==> config.mk <==
export PLATFORM = sky130hd
export DESIGN_NAME = ghbdc_front
export DESIGN_NICKNAME = d
export VERILOG_FILES = /design/src/sv/ghbdc_pkg.sv /design/src/sv/ghbdc_front.sv
export SDC_FILE = /design/constraint.sdc
export NUM_CORES = 1
export LEC_CHECK = 0
export BUFFER_PORTS_ARGS = -buffer_cell sky130_fd_sc_hd__buf_4
export CORE_UTILIZATION = 44
export DETAILED_ROUTE_END_ITERATION = 10
export GPL_ROUTABILITY_DRIVEN = 0
export PLACE_DENSITY = 0.85
export SYNTH_ARGS = -nofsm -noshare
export SYNTH_HDL_FRONTEND = slang
export SYNTH_SLANG_ARGS = --single-unit
==> constraint.sdc <==
create_clock -name clk -period 3 [get_ports clk]
set_clock_uncertainty 0.05 [all_clocks]
set_input_delay 0.15 -clock clk [delete_from_list [all_inputs] [get_ports clk]]
set_output_delay 0.15 -clock clk [all_outputs]
set_load 0.01 [all_outputs]
==> src/sv/ghbdc_pkg.sv <==
// ----------------------------------------------------------------------------
// ghbdc_pkg
// Shared types and constants of the delta-correlation prefetcher core.
// ----------------------------------------------------------------------------
package ghbdc_pkg;

  localparam int ADDR_W      = 48;
  localparam int PC_W        = 48;
  localparam int LINE_W      = 42;
  localparam int TAG_W       = 40;
  localparam int STAMP_W     = 32;
  localparam int DELTA_W     = 8;
  localparam int CFG_W       = 5;
  localparam int DELTA_LIMIT = 100;

  // register map
  localparam logic REG_DEGREE = 1'b0;
  localparam logic [CFG_W-1:0] DEGREE_RESET = 5'd4;

  // one cache access
  typedef struct packed {
    logic [ADDR_W-1:0] byte_address;
    logic              was_hit;
    logic [PC_W-1:0]   load_pc;
  } access_t;

  // one prefetch request
  typedef struct packed {
    logic [LINE_W-1:0] prefetch_line;
    logic [PC_W-1:0]   request_pc;
    logic              last_of_run;
  } prefetch_t;

  // classified access, queued between front and back
  typedef struct packed {
    logic [LINE_W-1:0] line;
    logic [TAG_W-1:0]  tag;
    logic              was_hit;
    logic [PC_W-1:0]   pc;
  } job_t;

  typedef enum logic [3:0] {
    S_IDLE,
    S_SCAN,
    S_DECIDE,
    S_REPCHK,
    S_APP0,
    S_APP1,
    S_APP2,
    S_APP3,
    S_WRD,
    S_WEV,
    S_STRIDE,
    S_RRD,
    S_REMIT
  } back_state_t;

endpackage

==> src/sv/ghbdc_front.sv <==
// ----------------------------------------------------------------------------
// ghbdc_front
// Accepts accesses, splits out line index and zone tag, and queues them.
// ----------------------------------------------------------------------------
module ghbdc_front
  import ghbdc_pkg::*;
#(
  parameter int LINE_SHIFT = 6,
  parameter int ZONE_SHIFT = 16
) (
  input  logic    clk,
  input  logic    rst,
  input  access_t acc_data,
  input  logic    acc_valid,
  output logic    acc_ready,
  output job_t    job,
  output logic    job_valid,
  input  logic    job_ready
);

  job_t       q [2];
  logic       wptr;
  logic       rptr;
  logic [1:0] cnt;
  logic       push;
  logic       pop;
  logic [ADDR_W-1:0] line_sh;
  logic [ADDR_W-1:0] zone_sh;
  job_t       job_in;

  // classify the incoming access
  assign line_sh = acc_data.byte_address >> LINE_SHIFT;
  assign zone_sh = acc_data.byte_address >> ZONE_SHIFT;
  always_comb begin
    job_in.line    = line_sh[LINE_W-1:0];
    job_in.tag     = zone_sh[TAG_W-1:0];
    job_in.was_hit = acc_data.was_hit;
    job_in.pc      = acc_data.load_pc;
  end

  assign acc_ready = (cnt != 2'd2);
  assign job_valid = (cnt != 2'd0);
  assign job       = q[rptr];
  assign push      = acc_valid && acc_ready;
  assign pop       = job_valid && job_ready;

  // two-entry queue: advance pointers
  always_ff @(posedge clk) begin
    if (rst) begin
      wptr <= 1'b0;
      rptr <= 1'b0;
      cnt  <= 2'd0;
    end else begin
      if (push) wptr <= ~wptr;
      if (pop) rptr <= ~rptr;
      cnt <= cnt + {1'b0, push} - {1'b0, pop};
    end
  end

  // hold queued payload
  always_ff @(posedge clk) begin
    if (push) q[wptr] <= job_in;
  end

endmodule

==> run_results.csv <==
group,metric,value,unit
status,status,"complete, no violations",
critical_path,max_stage_delay,0.76,ns
routing,wl_per_cell,16.9,um
routing,ant_nets,0,
routing,wl_met3,959,um
power,netSwitchingPower,0.00192,W
clock_tree,clkLatencyLatePin,0.42,ns
power,p_clk_frac,0.293,
clock_tree,cts_resized,0,
clock_tree,tritoncts,"done",
die,die_x,129,um
placed_design,io_buffers,219,
die,die_area,16700,um2
sta,slew_violations,0,
global_route,grt_pass1_wl,21600,um
clock_tree,clkTransAtPathRegs,0.06,ns
critical_path,cp.buffers_inverters,2,
routing,wirelength,14700,um
cells_and_area,drive_gt1_frac,0.530,
critical_path,cp-start-kind,"register",
sta,slew_headroom,0.559,
clock_tree,clockBufferDepth,2,
routing,met1Wirelength,5330,um
power,internal-power,0.00546,W
worst_hold_path,hp-start,"acc_valid",
sta,min_period,2.29,ns
sta,hold_violations,0,
critical_path,path_delay_family,"flip-flops",
critical_path,r2r_end,"q[0][99]",
logic_synthesis,yosysMostFrequentCell,"edfxtp_1",
logic_synthesis,yosysSeqAreaShare,0.781,
clock_tree,cts-root-buf,"clkbuf_16",
die,start_util,0.450,
logic_synthesis,synth-async-reset-ratio,0,
routing,drcViolationCount,0,
logic_synthesis,yosysWarnings,0,
power,power_frac_seq,0.450,
cells_and_area,diodes,0,
logic_synthesis,avgSynthCellArea,20.2,um2
sta,fmaxAchievable,0.437,GHz
job,maxCapViolCount,0,
power,p_comb_frac,0.256,
sta,period_share,0.763,
critical_path,worstPathMaxFanout,46,
global_route,grt.total_usage,0.176,
worst_hold_path,whs_path_depth,3,
critical_path,ff2ff_setup_slack,0.77,ns
power,p_per_area,718,nW/um2
die,fp.dieH,129,um
clock_tree,ctsHtreeMaxLevel,4,
global_route,grt_max_degree,47,
logic_synthesis,yosysTopAreaCell,"edfxtp_1",
critical_path,critPathArrivalTime,2.09,ns
cells_and_area,final_cells,874,
routing,wl_met2,8220,um
routing,top_layer_used,"met4",
die,coreArea,15800,um2
sta,worst_pin_slew,0.660,ns
clock_tree,post-cts-setup-buffer-count,0,
worst_hold_path,hold_end,"wptr",
routing,via_count,4093,
power,p_sw_frac,0.260,
global_route,antenna_found_initial,0,
logic_synthesis,ys_ff_latch,187,
clock_tree,cts_hold_buf,92,
logic_synthesis,synth_top_area_frac,0.767,
logic_synthesis,synth_ff_type,"edfxtp_1",
logic_synthesis,syn_inst,353,
logic_synthesis,synth_area,7120,um2
routing,drt_iter0_markers,143,
critical_path,worstPathCellList,"buf_12, mux2_2, buf_4",
routing,first_pass_iters,4,
logic_synthesis,synth_area_leaders,"edfxtp_1, mux2_2, buf_4",
global_route,grt_overflow_total,0,
power,irDropWorstVdd,0.472,mV
critical_path,path_class,"register to output pin",
critical_path,r2r_cells,4,
sta,finalSetupViolCount,0,
logic_synthesis,synth_edf_count,182,
cells_and_area,syn_to_final_growth,44.2,%
sta,rsz0062_at_grt,"false",
placed_design,dp_cells,750,
clock_tree,clock-sinks,187,
die,rows,46,
cells_and_area,nNetsFinal,747,
worst_hold_path,hold_class,"primary input to register",
logic_synthesis,ys_top_cells_by_count,"edfxtp_1, mux2_2, buf_4",
critical_path,slowest_stage,"dfxtp_4",
critical_path,cp-end-kind,"output pin",
sta,tns,0,ns
clock_tree,numCtsBuffers,17,
die,pin_count,234,
global_route,grt_pass1_vias,4342,
logic_synthesis,synth_cell_types,24,
placed_design,dpl.hpwl,9010,um
critical_path,reg2reg_from,"cnt[0]",
power,leakage,3.92,nW
critical_path,worstPathRequired,2.80,ns
critical_path,crit_cells,3,
routing,via_per_inst,4.68,
==> layer usage <==
| metal | GRT usage | up-vias |
|---|---|---|
| met5 | 0 | - |
| met1 | 0.181 | 2019 |
| li1 | - | 1900 |
| met2 | 0.333 | 157 |
| met3 | 0.0491 | 17 |
| met4 | 0.0713 | 0 |
==> placed cells by master (no fill, tap or decap), drive strengths merged <==
| cell | netlist | routed |
|---|---|---|
| o21ai | 2 | 2 |
| or2 | 1 | 1 |
| bufinv | 0 | 2 |
| ha | 1 | 1 |
| mux2 | 92 | 92 |
| nand3 | 1 | 1 |
| clkinvlp | 0 | 4 |
| a32oi | 1 | 1 |
| a21oi | 1 | 1 |
| nor2b | 2 | 2 |
| and2b | 1 | 1 |
| a211oi | 1 | 1 |
| edfxtp | 182 | 182 |
| nor2 | 5 | 5 |
| clkinv | 0 | 5 |
| buf | 50 | 224 |
| dfxtp | 5 | 5 |
| clkbuf | 0 | 18 |
| and3 | 1 | 1 |
| dlygate4sd3 | 0 | 92 |
| xor2 | 1 | 1 |
| nand2b | 1 | 1 |
| a21bo | 2 | 2 |
| conb | 1 | 8 |
| inv | 1 | 4 |
| nand3b | 1 | 1 |
==> power by group through the flow <==
stage / Combinational (W) / Sequential [W] / Clock, W
3_3_place_gp: 0.00174 / 0.00335 / 0
5_1_grt: 0.00201 / 0.00335 / 0.00231
4_1_cts: 0.00189 / 0.00332 / 0.00219
2_1_floorplan: 0.00111 / 0.00329 / 0
3_5_place_dp: 0.00178 / 0.00338 / 0
6_report: 0.00189 / 0.00332 / 0.00216
==> through the flow <==
stage,utilization,area (um2),setup WS [ns],hold WS [ns],power (W)
5_1_grt,0.649,10300,0.591,0.0444,0.00766
2_1_floorplan,-,7160,0.476,0.169,0.00440
4_1_cts,0.649,10300,0.658,0.0272,0.00740
3_3_place_gp,0.555,8780,0.939,0.285,0.00509
3_5_place_dp,0.555,8780,0.797,0.287,0.00516
6_report,0.649,10300,0.710,0.0467,0.00737
==> logic make-up after synthesis <==
family	after synthesis	share of synthesized area
and+or+nand+nor	13	0.00984
other	1	0.000526
xor gates and xnor gates	1	0.00123
adders and majority gates	1	0.00176
AOI/OAI and AO/OA	7	0.00720
DFF	187	0.781
muxes	92	0.145
buffers and inverters	51	0.0529
==> state kept, by name, indices dropped and copies added, names as in the netlist, named ones only <==
| name | count |
|---|---|
| cnt | 2 |
| rptr | 1 |
| q | 182 |
| wptr | 1 |
==> how the worst max path moves through the flow <==
stage	slack, ns	to	startpoint
floorplan	0.48	q[0][0]	cnt[0]
global placement	0.94	q[0][101]	cnt[0]
detailed placement	0.80	q[0][96]	cnt[0]
CTS	0.66	job[50]	register
global route	0.59	job[100]	register
finish	0.71	job[100]	register
==> area by class of cell <==
type                            instances  area [um2]
Sequential cell                       187        5570
Fill cell                            1067        5550
Timing Repair Buffer                  316        2640
Multi-Input combinational cell        122        1210
Clock buffer                           18         429
Tap cell                              216         270
Clock inverter                         14         144
Inverter                                1        7.51
==> worst reg2reg max path: cells and delay by family (launching register included) <==
| kind | cells | cell delay (ns) |
|---|---|---|
| and+or+nand+nor | 2 | 0.46 |
| buffers and inverters | 2 | 1.01 |
| DFF | 1 | 0.38 |
(Power assumes the default switching activity.)
